File: src/rtl/ihex_pkg.sv
// ----------------------------------------------------------------------------
// Intel HEX record parser package
// Status codes, record type codes and the word that passes from the
// character decoder to the result stage.
// ----------------------------------------------------------------------------
package ihex_pkg;

  typedef enum logic [3:0] {
    ST_OK           = 4'd0,
    ST_EOF          = 4'd1,
    ST_SEGMENT      = 4'd2,
    ST_LINEAR       = 4'd3,
    ST_START_LINEAR = 4'd4,
    ST_NO_COLON     = 4'd5,
    ST_SHORT        = 4'd6,
    ST_BAD_DIGIT    = 4'd7,
    ST_CHECKSUM     = 4'd8,
    ST_UNSUPPORTED  = 4'd9
  } status_e;

  localparam logic [7:0] COLON_CHAR   = 8'h3A;
  localparam logic [7:0] KIND_DATA    = 8'h00;
  localparam logic [7:0] KIND_EOF     = 8'h01;
  localparam logic [7:0] KIND_SEGMENT = 8'h02;
  localparam logic [7:0] KIND_LINEAR  = 8'h04;
  localparam logic [7:0] KIND_START   = 8'h05;

  localparam logic [9:0] POS_MAX      = 10'd1023;
  // Length, two offset bytes, type and checksum: five bytes, ten digits.
  localparam logic [9:0] HEADER_DIGITS = 10'd10;
  // Index of the first data byte in the record.
  localparam logic [9:0] DATA_START   = 10'd4;

  // Word from the decoder to the result stage.
  typedef struct packed {
    logic        is_status;
    logic [7:0]  data;
    logic [16:0] rel_addr;   // record offset plus data index
    status_e     code;
    logic [15:0] base_val;   // first two data bytes, for base records
  } event_t;

  // Bit 4 set marks a character that is not a hex digit.
  function automatic logic [4:0] nibble_of(input logic [7:0] ch);
    logic [4:0] r;
    r = 5'h10;
    if (ch >= 8'h30 && ch <= 8'h39) begin
      r = {1'b0, ch[3:0]};
    end else if ((ch >= 8'h41 && ch <= 8'h46) || (ch >= 8'h61 && ch <= 8'h66)) begin
      r = {1'b0, 4'(ch[3:0] + 4'd9)};
    end
    return r;
  endfunction

endpackage

File: src/rtl/ihex_front.sv
// ----------------------------------------------------------------------------
// Intel HEX character decoder
// Decodes one character per cycle while accept_i is high, keeps the per-line state and issues a
// data word or an end-of-line status word.
// ----------------------------------------------------------------------------
module ihex_front import ihex_pkg::*; (
  input  logic       clk_i,
  input  logic       rst_ni,
  input  logic       accept_i,
  input  logic [7:0] character_i,
  input  logic       line_end_i,
  output logic       push_o,
  output event_t     event_o
);

  logic [9:0] pos_q, pos_d;
  logic [3:0] high_nib_q, high_nib_d;
  logic [7:0] sum_q, sum_d;
  logic [7:0] len_q, len_d;
  logic [15:0] offset_q, offset_d;
  logic [7:0] kind_q, kind_d;
  logic [15:0] ftd_q, ftd_d;
  status_e err_q, err_d;

  logic [9:0] d, need, data_end, need_end;
  logic [8:0] b;
  logic [4:0] nib;
  logic [7:0] byte_val, idx;
  logic in_data, emit_data;
  status_e code;

  always_comb begin
    pos_d      = pos_q;
    high_nib_d = high_nib_q;
    sum_d      = sum_q;
    len_d      = len_q;
    offset_d   = offset_q;
    kind_d     = kind_q;
    ftd_d      = ftd_q;
    err_d      = err_q;
    emit_data  = 1'b0;

    d        = pos_q - 10'd1;
    b        = d[9:1];
    need     = {1'b0, len_q, 1'b0} + HEADER_DIGITS;
    data_end = {2'b0, len_q} + DATA_START;
    nib      = nibble_of(character_i);
    byte_val = {high_nib_q, nib[3:0]};
    idx      = 8'(b - 9'd4);
    in_data  = ({1'b0, b} >= DATA_START) && ({1'b0, b} < data_end);

    if (pos_q == 10'd0) begin
      if (character_i != COLON_CHAR) begin
        err_d = ST_NO_COLON;
      end
    end else if (err_q == ST_OK && d < need) begin
      if (nib[4]) begin
        err_d = ST_BAD_DIGIT;
      end else if (!d[0]) begin
        high_nib_d = nib[3:0];
      end else begin
        sum_d = sum_q + byte_val;
        if (b == 9'd0) begin
          len_d = byte_val;
        end else if (b == 9'd1) begin
          offset_d = {byte_val, offset_q[7:0]};
        end else if (b == 9'd2) begin
          offset_d = {offset_q[15:8], byte_val};
        end else if (b == 9'd3) begin
          kind_d = byte_val;
        end else if (in_data) begin
          if (idx == 8'd0) begin
            ftd_d = {byte_val, ftd_q[7:0]};
          end else if (idx == 8'd1) begin
            ftd_d = {ftd_q[15:8], byte_val};
          end
          emit_data = (kind_q == KIND_DATA) && !line_end_i;
        end
      end
    end

    // Status uses the state as updated by this last character.
    need_end = {1'b0, len_d, 1'b0} + HEADER_DIGITS;
    if (err_d != ST_OK) begin
      code = err_d;
    end else if (pos_q < need_end) begin
      code = ST_SHORT;
    end else if (sum_d != 8'd0) begin
      code = ST_CHECKSUM;
    end else begin
      unique case (kind_d)
        KIND_DATA:    code = ST_OK;
        KIND_EOF:     code = ST_EOF;
        KIND_SEGMENT: code = ST_SEGMENT;
        KIND_LINEAR:  code = ST_LINEAR;
        KIND_START:   code = ST_START_LINEAR;
        default:      code = ST_UNSUPPORTED;
      endcase
    end

    event_o.is_status = line_end_i;
    event_o.data      = line_end_i ? 8'd0 : byte_val;
    event_o.rel_addr  = line_end_i ? 17'd0 : ({1'b0, offset_q} + {9'd0, idx});
    event_o.code      = line_end_i ? code : ST_OK;
    event_o.base_val  = ftd_d;
    push_o            = accept_i && (line_end_i || emit_data);

    if (line_end_i) begin
      pos_d      = 10'd0;
      high_nib_d = 4'd0;
      sum_d      = 8'd0;
      len_d      = 8'd0;
      offset_d   = 16'd0;
      kind_d     = 8'd0;
      ftd_d      = 16'd0;
      err_d      = ST_OK;
    end else if (pos_q != POS_MAX) begin
      pos_d = pos_q + 10'd1;
    end
  end

  always_ff @(posedge clk_i or negedge rst_ni) begin
    if (!rst_ni) begin
      pos_q      <= 10'd0;
      high_nib_q <= 4'd0;
      sum_q      <= 8'd0;
      len_q      <= 8'd0;
      offset_q   <= 16'd0;
      kind_q     <= 8'd0;
      ftd_q      <= 16'd0;
      err_q      <= ST_OK;
    end else if (accept_i) begin
      pos_q      <= pos_d;
      high_nib_q <= high_nib_d;
      sum_q      <= sum_d;
      len_q      <= len_d;
      offset_q   <= offset_d;
      kind_q     <= kind_d;
      ftd_q      <= ftd_d;
      err_q      <= err_d;
    end
  end

endmodule

File: src/rtl/ihex_queue.sv
// ----------------------------------------------------------------------------
// Intel HEX word queue
// Small register queue between the decoder and the result stage.
// ----------------------------------------------------------------------------
module ihex_queue import ihex_pkg::*; #(
  parameter int unsigned DEPTH = 4
) (
  input  logic   clk_i,
  input  logic   rst_ni,
  input  logic   push_i,
  input  event_t wdata_i,
  output logic   full_o,
  input  logic   pop_i,
  output event_t rdata_o,
  output logic   empty_o
);

  localparam int unsigned PW = (DEPTH > 1) ? $clog2(DEPTH) : 1;
  localparam int unsigned CW = $clog2(DEPTH + 1);
  localparam logic [PW-1:0] LAST_IDX = PW'(DEPTH - 1);

  event_t          mem_q [DEPTH];
  logic [PW-1:0]   wr_q, rd_q;
  logic [CW-1:0]   cnt_q;
  logic            do_push, do_pop;

  assign full_o  = (cnt_q == CW'(DEPTH));
  assign empty_o = (cnt_q == '0);
  assign do_push = push_i && !full_o;
  assign do_pop  = pop_i && !empty_o;
  assign rdata_o = mem_q[rd_q];

  always_ff @(posedge clk_i) begin
    if (do_push) begin
      mem_q[wr_q] <= wdata_i;
    end
  end

  always_ff @(posedge clk_i or negedge rst_ni) begin
    if (!rst_ni) begin
      wr_q  <= '0;
      rd_q  <= '0;
      cnt_q <= '0;
    end else begin
      if (do_push) begin
        wr_q <= (wr_q == LAST_IDX) ? '0 : wr_q + PW'(1);
      end
      if (do_pop) begin
        rd_q <= (rd_q == LAST_IDX) ? '0 : rd_q + PW'(1);
      end
      if (do_push && !do_pop) begin
        cnt_q <= cnt_q + CW'(1);
      end else if (do_pop && !do_push) begin
        cnt_q <= cnt_q - CW'(1);
      end
    end
  end

endmodule

File: src/rtl/ihex_back.sv
// ----------------------------------------------------------------------------
// Intel HEX result stage
// Owns the upper address base, resolves absolute byte addresses and holds
// the result word until it is popped.
// ----------------------------------------------------------------------------
module ihex_back import ihex_pkg::*; (
  input  logic        clk_i,
  input  logic        rst_ni,
  input  event_t      event_i,
  input  logic        avail_i,
  output logic        take_o,
  input  logic        pop_i,
  output logic        empty_o,
  output logic        is_status_o,
  output logic [7:0]  data_byte_o,
  output logic [31:0] byte_address_o,
  output logic [3:0]  status_code_o
);

  logic        valid_q;
  logic [31:0] base_q, base_d;
  logic        is_status_q;
  logic [7:0]  data_q;
  logic [31:0] addr_q;
  status_e     code_q;

  assign take_o = avail_i && (!valid_q || pop_i);

  always_comb begin
    base_d = base_q;
    if (event_i.is_status) begin
      case (event_i.code)
        ST_EOF:     base_d = 32'd0;
        ST_SEGMENT: base_d = {12'd0, event_i.base_val, 4'd0};
        ST_LINEAR:  base_d = {event_i.base_val, 16'd0};
        default:    base_d = base_q;
      endcase
    end
  end

  always_ff @(posedge clk_i or negedge rst_ni) begin
    if (!rst_ni) begin
      valid_q <= 1'b0;
      base_q  <= 32'd0;
    end else begin
      if (take_o) begin
        valid_q <= 1'b1;
        base_q  <= base_d;
      end else if (pop_i) begin
        valid_q <= 1'b0;
      end
    end
  end

  // Data words see the base as left by every earlier status word.
  always_ff @(posedge clk_i) begin
    if (take_o) begin
      is_status_q <= event_i.is_status;
      data_q      <= event_i.data;
      addr_q      <= event_i.is_status ? 32'd0 : (base_q + {15'd0, event_i.rel_addr});
      code_q      <= event_i.code;
    end
  end

  assign empty_o        = !valid_q;
  assign is_status_o    = is_status_q;
  assign data_byte_o    = data_q;
  assign byte_address_o = addr_q;
  assign status_code_o  = code_q;

endmodule

File: src/rtl/intel_hex_record_parser.sv
// ----------------------------------------------------------------------------
// Intel HEX record parser
// Decodes Intel HEX lines character by character into data bytes and
// end-of-line status words.
// ----------------------------------------------------------------------------
// The parser takes one character per clock and never stalls on its own: full
// rises only when QUEUE_DEPTH words wait in the internal queue and the output
// register holds one more. A data word of a type 00 record is issued for each
// completed data byte, and one status word follows the character flagged as
// line end. The decoder writes a word into the queue at the edge that accepts
// its character, and the output register takes it once the words ahead of it
// have left and the register is empty or being popped. Data words are
// provisional: commit them only when the status of their line is
// "data ok". The upper address base lives in the result stage and changes in
// word order, so addresses always use the base of earlier records.
module intel_hex_record_parser import ihex_pkg::*; #(
  parameter int unsigned QUEUE_DEPTH = 4
) (
  input  logic        clk_i,
  input  logic        rst_ni,
  input  logic        push,
  output logic        full,
  input  logic [7:0]  character_i,
  input  logic        line_end_i,
  output logic        empty,
  input  logic        pop,
  output logic        is_status_o,
  output logic [7:0]  data_byte_o,
  output logic [31:0] byte_address_o,
  output logic [3:0]  status_code_o
);

  logic   accept;
  logic   fr_push;
  event_t fr_event;
  event_t q_event;
  logic   q_empty;
  logic   bk_take;

  assign accept = push && !full;

  ihex_front u_front (
    .clk_i       (clk_i),
    .rst_ni      (rst_ni),
    .accept_i    (accept),
    .character_i (character_i),
    .line_end_i  (line_end_i),
    .push_o      (fr_push),
    .event_o     (fr_event)
  );

  ihex_queue #(
    .DEPTH (QUEUE_DEPTH)
  ) u_queue (
    .clk_i   (clk_i),
    .rst_ni  (rst_ni),
    .push_i  (fr_push),
    .wdata_i (fr_event),
    .full_o  (full),
    .pop_i   (bk_take),
    .rdata_o (q_event),
    .empty_o (q_empty)
  );

  ihex_back u_back (
    .clk_i          (clk_i),
    .rst_ni         (rst_ni),
    .event_i        (q_event),
    .avail_i        (!q_empty),
    .take_o         (bk_take),
    .pop_i          (pop),
    .empty_o        (empty),
    .is_status_o    (is_status_o),
    .data_byte_o    (data_byte_o),
    .byte_address_o (byte_address_o),
    .status_code_o  (status_code_o)
  );

  a_data_code_zero : assert property (@(posedge clk_i) disable iff (!rst_ni)
    (!empty && !is_status_o) |-> (status_code_o == ST_OK))
    else $error("data word carries a nonzero status code");

  a_status_clean : assert property (@(posedge clk_i) disable iff (!rst_ni)
    (!empty && is_status_o) |-> (data_byte_o == 8'd0 && byte_address_o == 32'd0))
    else $error("status word carries data or address bits");

  a_code_range : assert property (@(posedge clk_i) disable iff (!rst_ni)
    !empty |-> (status_code_o <= ST_UNSUPPORTED))
    else $error("status code out of range");

  a_no_lost_word : assert property (@(posedge clk_i) disable iff (!rst_ni)
    (fr_push) |-> !full)
    else $error("decoder issued a word into a full queue");

endmodule
File: config.mk
export PLATFORM = sky130hd
export DESIGN_NAME = intel_hex_record_parser
export DESIGN_NICKNAME = d
export VERILOG_FILES = /design/src/rtl/ihex_pkg.sv /design/src/rtl/ihex_front.sv /design/src/rtl/ihex_queue.sv /design/src/rtl/ihex_back.sv /design/src/rtl/intel_hex_record_parser.sv
export SDC_FILE = /design/constraint.sdc
export NUM_CORES = 1
export LEC_CHECK = 0
export CAP_MARGIN = 20
export CELL_PAD_IN_SITES_DETAIL_PLACEMENT = 1
export CELL_PAD_IN_SITES_GLOBAL_PLACEMENT = 2
export CORE_ASPECT_RATIO = 2
export CORE_MARGIN = 2
export CORE_UTILIZATION = 45
export DETAILED_ROUTE_END_ITERATION = 12
export DONT_BUFFER_PORTS = 1
export GPL_ROUTABILITY_DRIVEN = 0
export PLACE_DENSITY_LB_ADDON = 0.1
export SYNTH_ARGS = -nofsm -noshare
export SYNTH_HDL_FRONTEND = slang
export SYNTH_SLANG_ARGS = --single-unit
export TNS_END_PERCENT = 20
File: constraint.sdc
create_clock -name clk_i -period 7.6 [get_ports clk_i]
set_clock_uncertainty 0.05 [all_clocks]
set_input_delay 1.52 -clock clk_i [delete_from_list [all_inputs] [get_ports clk_i]]
set_output_delay 1.52 -clock clk_i [all_outputs]
set_load 0.005 [all_outputs]
# ---- Word-level counts from Yosys, hierarchy flattened
# Memory sizes are Yosys's and may differ from the RTL's.
# Cells that the tools add are included.
dict set report totals {
  ff_bits 159
  memories 1
  ramBits 184
  in_bits 13
  output_inout_bits 47
}
dict set report classes {
  magnitude_cmp 10
  muxes 79
  n_reduce_logical 44
  eq_ne 21
  addsub 14
}
# memory depth width read_ports rd_ports_with_merged_regs write_ports line_no
set mem_list {}
lappend mem_list {u_queue.mem_q 4 46 1 0 1 ihex_queue.sv:22} ;# event_t mem_q [DEPTH];
# op n
set ops {}
lappend ops {{$mux W16} 18}
lappend ops {{$mux W8} 23}
lappend ops {{$pmux W32 S3} 1}
lappend ops {{$mux W4} 14}
lappend ops {{$add A32 B17 Y32} 1}
lappend ops {{$logic_not A8 Y1} 3}
lappend ops {{$add A9 B4 Y10 const B} 2}
lappend ops {{$lt A10 B10 Y1} 2}
lappend ops {{$mux W10} 2}
lappend ops {{$pmux W4 S5} 1}
lappend ops {{$eq A9 B2 Y1 const B} 2}
lappend ops {{$add A16 B8 Y17} 1}
lappend ops {{$mux W17} 1}
lappend ops {{$eq A8 B1 Y1 const B} 2}
lappend ops {{$eq A8 B3 Y1 const B} 2}
lappend ops {{$ge A8 B7 Y1 const B} 2}
lappend ops {{$le A8 B7 Y1 const B} 2}
lappend ops {{$reduce_bool A2 Y1} 7}
lappend ops {{$logic_and A1 B1 Y1} 13}
lappend ops {{$mux W1} 13}
lappend ops {{$add A10 B1 Y10 const B} 1}
lappend ops {{$logic_not A10 Y1} 1}
lappend ops {{$mux W5} 2}
lappend ops {{$ne A10 B10 Y1 const B} 1}
lappend ops {{35 further kinds} 51}

# ---- Logic depth before layout (Yosys ltp)
# Gate-level depths: netlist (run 1).
dict set report depth {
  word_depth 19
  ltp_mapped 27
  ltp_nobuf 23
}

# ---- Modules after synthesis
# Synthesis (run 1) repeated with hierarchy kept, for this count alone.
dict set report hier_totals {
  hier_cells 1395
  hier_area_um2 17170.2
}
# module cells_per_inst seq_area_each_um2 n_inst area_per_inst_um2
set by_module_without_submodules {}
lappend by_module_without_submodules {ihex_queue 277 5700.5 1 7086.8}
lappend by_module_without_submodules {ihex_front 749 1851.8 1 6242.2}
lappend by_module_without_submodules {ihex_back 367 2077.0 1 3823.7}
lappend by_module_without_submodules {intel_hex_record_parser 2 0.0 1 17.5}

# ---- Worst setup path after synthesis (run 1)
# Ideal clock, no wire load.
dict set report synth_timing {
  kind {reg2reg}
  start {register u_front.pos_q[0]}
  end {memory u_queue.mem_q[0][19] (netlist name), data pin}
  period_less_slack_ns 5.849
  required_ns 7.403
  setup_slack_ns 1.751
  path_stages_with_launch 28
  t_arrival_ns 5.652
  cell_sequence {dfrtp_1 clkbuf_1 inv_1 ha_1 buf_4 or4b_4 nor2_1 xor2_1 ha_1 o21a_1 a2111o_1 a2111o_1 buf_6 buf_6 nand2_1 o21ai_1 ha_1 nor2_1 o21ai_0 and3_1 xor2_1 ha_1 nor2_1 a211o_1 o2111ai_1 mux2i_1 o41ai_1 o311a_1}
}
# item line_no
set synth_rtl {}
lappend synth_rtl {{from (decl)} ihex_front.sv:16} ;# logic [9:0] pos_q, pos_d;
lappend synth_rtl {{from (signal assigned)} ihex_front.sv:133} ;# pos_q <= pos_d;
lappend synth_rtl {{to (decl)} ihex_queue.sv:22}

==> results.sh, run 1 <==
export IMPL_finalSetupViolCount=0
export IMPL_cp_start_kind="register"
export IMPL_grt_pass1_vias=12400
export IMPL_setup_tns_ps=0
export IMPL_synth_avg_cell_area_um2=12.4
export IMPL_diodes=0
export IMPL_drt_first_iter_violations=561
export IMPL_synth_enable_flop_cells=229
export IMPL_rsz0062_at_grt="false"
export IMPL_grtUsageTotal_pct=23.7
export IMPL_layout_drive_gt1_share_pct=14.0
export IMPL_finalWorstPathRequiredPeriod_ps=6550
export IMPL_grt_ovfl_total=0
export IMPL_dp_cells=1890
export IMPL_rows=102
export IMPL_crit_arrival_ps=6800
export IMPL_final_setup_worst_slack_ps=1050
export IMPL_nNetsFinal=1486
export IMPL_numCtsBuffers=31
export IMPL_max_cap_violations=0
export IMPL_path_class="reg -> reg"
export IMPL_synth_area_leaders="edfxtp_1, dfrtp_1, mux4_2"
export IMPL_fp_dieW_um=144
export IMPL_final_max_slew_viol_count=0
export IMPL_yosysTopAreaCell="edfxtp_1"
export IMPL_p_leak_nw=7.18
export IMPL_total_power_w=0.00671
export IMPL_clk_path_buf_depth=3
export IMPL_slew_headroom_pct=31.7
export IMPL_grt_max_degree=111
export IMPL_post_cts_buffers=0
export IMPL_place_ws_ps=1090
export IMPL_grt_pass1_wl_um=73100
export IMPL_io_pin_count=60
export IMPL_vias=11500
export IMPL_worstMarginPinSlew_ps=1020
export IMPL_synth_warnings=0
export IMPL_core_area_um2=38500
export IMPL_start_util_pct=45.5
export IMPL_dp_hpwl_um=34600
export IMPL_crit_chain="inv_1 > ha_1 > or4b_4 > nor2_1 > xor2_1 > ha_1 > o21a_1 > a2111o_1 > a2111o_1 > buf_4 > o21ai_1 > ha_1 > nor2_1 > o21ai_0 > and3_1 > xor2_1 > ha_1 > nor3_1 > a211o_1 > o2111ai_1 > mux2i_1 > nor2_1 > a31oi_1"
export IMPL_holdBufCountCts=0
export IMPL_ir_drop_uv=171
export IMPL_drc=0
export IMPL_antenna_found_initial=0
export IMPL_critPathRequiredTime_ps=7850
export IMPL_synth_seq_cells=339
export IMPL_layout_cells_non_filler=1949
export IMPL_syn_instance_count=1420
export IMPL_htreeDepth=1
export IMPL_yosys_top_cells_count="edfxtp_1, dfrtp_1, nand2_1"
export IMPL_setup_worst_path_end_class="register"
export IMPL_run_status="finished, final reports clean"
export IMPL_die_area_um2=40700
export IMPL_seq_area_frac_synth_pct=54.9
export IMPL_final_hold_viol_count=0
export IMPL_synth_most_common_cell="edfxtp_1"
export IMPL_wl_per_cell_um=24.3
export IMPL_ant_nets=0
export IMPL_fillerInstances=3981
export IMPL_area_growth_pct=9.21
export IMPL_cts_sinks=339
export IMPL_placed_area_um2=18100
export IMPL_path_max_fanout=29
export IMPL_cts_resized_gates=0
export IMPL_ys_async_sr_fraction_pct=32.4
export IMPL_vias_per_cell=5.90
export IMPL_critical_path_slowest_cell="or4b_4"
export IMPL_synth_distinct_cells=90
export IMPL_cts_tree="built"
export IMPL_worstHoldPathType="reg -> reg"
export IMPL_io_buffers=0
export IMPL_final_area_um2=19200
export IMPL_synth_main_ff_cell="edfxtp_1"
export IMPL_insertion_delay_ps=590
export IMPL_drt_total_wl_um=47300
export IMPL_max_stage_delay_ps=540
export IMPL_cpLargestDelayFamily="compound AO/OA/AOI/OAI gates"
export IMPL_root_buffer="clkbuf_16"
export IMPL_crit_top_cell="ha_1"
export IMPL_synth_fp_nets=1502
export IMPL_netlist_area_um2=17500
export IMPL_dieHeight_um=283
export IMPL_path_clk_slew_ps=70
export IMPL_power_density_nw_per_um2=350
export IMPL_layout_worst_path_cycle_share_pct=86.1
export IMPL_path_buf_inv=2
export IMPL_max_freq_mhz=153
export IMPL_dr_pass1_iters=4
export IMPL_synth_top_cell_area_share_pct=39.2
[cells by family after synthesis]
group,after synthesis,share of synthesized area [%]
and+or+nand+nor,431,12.9
muxes,106,9.51
buffers and inverters,138,3.21
xor gates and xnor gates,58,2.98
adders and majority gates,69,5.09
DFF,339,54.9
AOI/OAI and AO/OA,279,11.4
[per-layer routing]
layer | up-vias | share of wire, % | track usage [%]
met5 | - | 0 | 0
met4 | 0 | 5.5 | 11.8
met3 | 104 | 2.3 | 2.32
met2 | 214 | 57 | 45.5
met1 | 5851 | 36 | 24.9
li1 | 5328 | - | -
[sequential cells by signal (all words and copies together), names as in the netlist]
signal / flops
u_back.data_byte_o: 8
u_back.valid_q: 1
u_queue.rd_q: 2
u_queue.wr_q: 2
u_front.err_q: 4
u_front.len_q: 8
u_front.kind_q: 8
u_queue.mem_q: 184
u_back.is_status_o: 1
u_back.status_code_o: 4
u_front.high_nib_q: 4
u_front.offset_q: 16
u_front.pos_q: 10
u_front.sum_q: 8
u_back.byte_address_o: 32
u_queue.cnt_q: 3
u_front.ftd_q: 16
u_back.base_q: 28
[worst register-to-register path, delay by kind of cell (launching register included)]
| kind | cells | cell delay (ps) |
|---|---|---|
| xor+xnor | 2 | 520 |
| simple gates | 6 | 1290 |
| mux | 1 | 120 |
| fa+ha+maj | 4 | 1110 |
| buf+inv | 2 | 430 |
| flops | 1 | 490 |
| compound gates | 8 | 2220 |
[final cells by class]
| type | count | area [um^2] | share of cell area [%] |
|---|---|---|---|
| clock buffers | 38 | 822 | 4.29 |
| clock inverters | 20 | 246 | 1.29 |
| flip-flops and latches | 339 | 9630 | 50.3 |
| repair buffers | 27 | 210 | 1.10 |
| inverters | 62 | 233 | 1.21 |
| multi-input cells | 943 | 7370 | 38.4 |
| well taps | 520 | 651 | 3.40 |
[cell usage in the layout (no fill, tap or decap), types with 7 or more instances in the layout]
cell type  instances
and3_1            10
clkinv_2           8
clkbuf_16         31
xor2_1            24
dfrtp_1          108
nor4_1            10
o21a_1            10
o211ai_1          16
nand3_1           33
buf_4             26
nor4b_1           15
mux4_2            45
nand2_1          109
mux2_2            35
nor2b_1           14
and2_1            13
nand4_1           18
a22o_1            27
mux2i_1           26
edfxtp_1         229
or2_2              7
o22ai_1            7
xnor2_1           33
or3_1             10
a21o_1            14
nor2_1            98
nor3_1            30
nand3b_1          12
a31oi_1           16
nand2b_1          16
a21oi_1           39
a22oi_1           17
ha_1              65
inv_1             59
o21ai_0           61
[report_power, final]
group / internal (W) / switching [W]
sequential: 0.00242 / 0.000266
clock: 0.000944 / 0.000706
combinational: 0.000937 / 0.00143
total: 0.00430 / 0.00241
[final timing paths]
path / startpoint / end / slack [ps] / depth (start not counted)
max in group asynchronous: rst_ni / u_queue.rd_q[0] / 6650 / 0
worst max-delay path: u_front.pos_q[1] / u_queue.mem_q[3][17] / 1050 / 23
min in group asynchronous: rst_ni / u_front.sum_q[4] / 570 / 0
worst min register to register: u_front.ftd_q[2] / u_front.ftd_q[2] / 440 / 2
worst min-delay path: u_front.ftd_q[2] / u_front.ftd_q[2] / 440 / 2
worst max register to register: u_front.pos_q[1] / u_queue.mem_q[3][17] / 1050 / 23
[metrics by stage]
| step | utilization, % | hold slack [ps] |
|---|---|---|
| after global routing | 49.7 | 467 |
| after CTS | 49.7 | 447 |
| after detailed placement | 46.9 | 433 |
| after global placement | 46.9 | 421 |
| final | 49.7 | 440 |
| after floorplan | - | 406 |
(Power assumes the default switching activity.)
==> run 2, diff against run 1 <==
--- a/config.mk
+++ b/config.mk
@@ -14,7 +14,7 @@
 export DETAILED_ROUTE_END_ITERATION = 12
 export DONT_BUFFER_PORTS = 1
 export GPL_ROUTABILITY_DRIVEN = 0
-export PLACE_DENSITY_LB_ADDON = 0.1
+export PLACE_DENSITY = 0.9
 export SYNTH_ARGS = -nofsm -noshare
 export SYNTH_HDL_FRONTEND = slang
 export SYNTH_SLANG_ARGS = --single-unit
==> results.sh, run 2 (synthesized netlist as in run 1, its figures left out) <==
export IMPL_largest_register="u_queue.mem_q"
export IMPL_p_seq_share_pct=40.4
export IMPL_grt_pass1_vias=13000
export IMPL_htreeDepth=1
export IMPL_rows=102
export IMPL_clkPwrFrac_pct=23.7
export IMPL_crit_chain="inv_1 > ha_1 > or4b_4 > nor2_1 > xor2_1 > ha_1 > o21a_1 > a2111o_1 > a2111o_1 > buf_4 > o21ai_1 > ha_1 > nor2_1 > o21ai_0 > and3_1 > xor2_1 > ha_1 > nor3_1 > a211o_1 > o211ai_1 > mux2i_1 > nor2_1 > a31oi_1"
export IMPL_path_max_fanout=29
export IMPL_largest_reg_flops=184
export IMPL_p_sw_share_pct=36.3
export IMPL_core_area_um2=38500
export IMPL_dp_hpwl_um=34000
export IMPL_setup_tns_ps=0
export IMPL_ir_drop_uv=168
export IMPL_setup_worst_path_end_class="register"
export IMPL_grt_max_degree=111
export IMPL_finalWorstPathRequiredPeriod_ps=6640
export IMPL_critPathRequiredTime_ps=7830
export IMPL_layout_worst_path_cycle_share_pct=87.4
export IMPL_fp_dieW_um=144
export IMPL_cp_start_kind="register"
export IMPL_drt_first_iter_violations=554
export IMPL_layout_commonest_cell="edfxtp_1"
export IMPL_layout_cells_non_filler=1942
export IMPL_cts_sinks=339
export IMPL_fillerInstances=3987
export IMPL_diodes=0
export IMPL_met2_usage_pct=45.3
export IMPL_path_clk_slew_ps=70
export IMPL_grtUsageTotal_pct=23.9
export IMPL_met1_usage_pct=24.8
export IMPL_use_met3_pct=2.59
export IMPL_crit_arrival_ps=6870
export IMPL_vias_per_cell=6.01
export IMPL_register_area_um2=9630
export IMPL_cts_tree="built"
export IMPL_grt_pass1_wl_um=74600
export IMPL_root_buffer="clkbuf_16"
export IMPL_critical_path_slowest_cell="or4b_4"
export IMPL_power_density_nw_per_um2=348
export IMPL_finalSetupViolCount=0
export IMPL_crit_top_cell="ha_1"
export IMPL_multi_input_area_um2=7370
export IMPL_max_freq_mhz=151
export IMPL_run_status="finished, final reports clean"
export IMPL_layout_drive_gt1_share_pct=13.5
export IMPL_wl_per_cell_um=24.5
export IMPL_clk_path_buf_depth=3
export IMPL_max_cap_violations=0
export IMPL_area_growth_pct=8.77
export IMPL_p_leak_nw=7.13
export IMPL_path_class="reg -> reg"
export IMPL_ant_nets=0
export IMPL_layout_common_cells="edfxtp_1, nand2_1, dfrtp_1"
export IMPL_worstHoldPathType="reg -> reg"
export IMPL_nNetsFinal=1481
export IMPL_final_hold_viol_count=0
export IMPL_drt_total_wl_um=47600
export IMPL_start_util_pct=45.5
export IMPL_numCtsBuffers=29
export IMPL_cts_resized_gates=0
export IMPL_max_stage_delay_ps=540
export IMPL_die_area_um2=40700
export IMPL_combPwrFrac_pct=35.9
export IMPL_drc=0
export IMPL_power_switching_w=0.00241
export IMPL_intPower_w=0.00423
export IMPL_rsz0062_at_grt="false"
export IMPL_io_pin_count=60
export IMPL_post_cts_buffers=0
export IMPL_busiest_layer="met2"
export IMPL_slew_headroom_pct=33.3
export IMPL_dr_pass1_iters=5
export IMPL_final_max_slew_viol_count=0
export IMPL_antenna_found_initial=1
export IMPL_dieHeight_um=283
export IMPL_vias=11700
export IMPL_dp_cells=1886
export IMPL_grt_ovfl_total=0
export IMPL_holdBufCountCts=0
export IMPL_worstMarginPinSlew_ps=1000
export IMPL_io_buffers=0
export IMPL_insertion_delay_ps=570
run 2: changes by cell type in the layout (fill, tap and decap cells not counted), sizes merged:
cell      before  now
clkbuf        38   34
buf           27   24
clkinv        14   11
inv           62   64
clkinvlp       1    2
run 2: through the flow:
stage               worst slack, ps  hold WS, ps  area, um^2  utilization (%)  total power (W)
detailed placement             1030          426       18000             46.8          0.00511
global placement               1310          417       18000             46.8          0.00498
CTS                             993          439       19000             49.4          0.00670
finish                          956          438       19100             49.5          0.00665
floorplan                      1750          406       17500                -          0.00436
global route                    502          452       19100             49.5          0.00703
run 2: power by group through the flow:
stage               sequential, W  combinational, W  clock (W)
floorplan                 0.00259           0.00177          0
global placement          0.00270           0.00228          0
detailed placement        0.00272           0.00238          0
CTS                       0.00269           0.00241    0.00160
global route              0.00273           0.00263    0.00166
finish                    0.00269           0.00239    0.00157
run 2: area by class of cell:
type / instances / share of cell area, %
Clock buffer: 34 / 3.90
Tap cell: 520 / 3.41
Timing Repair Buffer: 24 / 1.09
Inverter: 62 / 1.22
Sequential cell: 339 / 50.5
Multi-Input combinational cell: 943 / 38.6
Clock inverter: 20 / 1.32
run 2: worst max-delay path, delay by kind of cell (launching register included):
kind            cells  cell delay, ps
fa+ha+maj           4            1100
compound gates      8            2240
flops               1             500
xor+xnor            2             530
simple gates        6            1300
buf+inv             2             480
mux                 1             120
run 2: final timing paths:
| path | startpoint | endpoint | slack (ps) | cells after the start |
|---|---|---|---|---|
| max | u_front.pos_q[1] | u_queue.mem_q[2][17] | 960 | 23 |
| max in group asynchronous | rst_ni | u_queue.rd_q[1] | 6680 | 0 |
| min in group asynchronous | rst_ni | u_front.sum_q[4] | 590 | 0 |
| max reg2reg | u_front.pos_q[1] | u_queue.mem_q[2][17] | 960 | 23 |
| min reg2reg | u_queue.cnt_q[2] | u_queue.cnt_q[2] | 440 | 1 |
| min | u_queue.cnt_q[2] | u_queue.cnt_q[2] | 440 | 1 |
run 2: routing by layer:
metal / share of wire, % / vias up / routed length (um)
met1: 34 / 5958 / 16200
met2: 57 / 277 / 26900
met3: 3.0 / 127 / 1450
met4: 6.4 / 2 / 3030
li1: - / 5313 / -
met5: 0.034 / - / 16
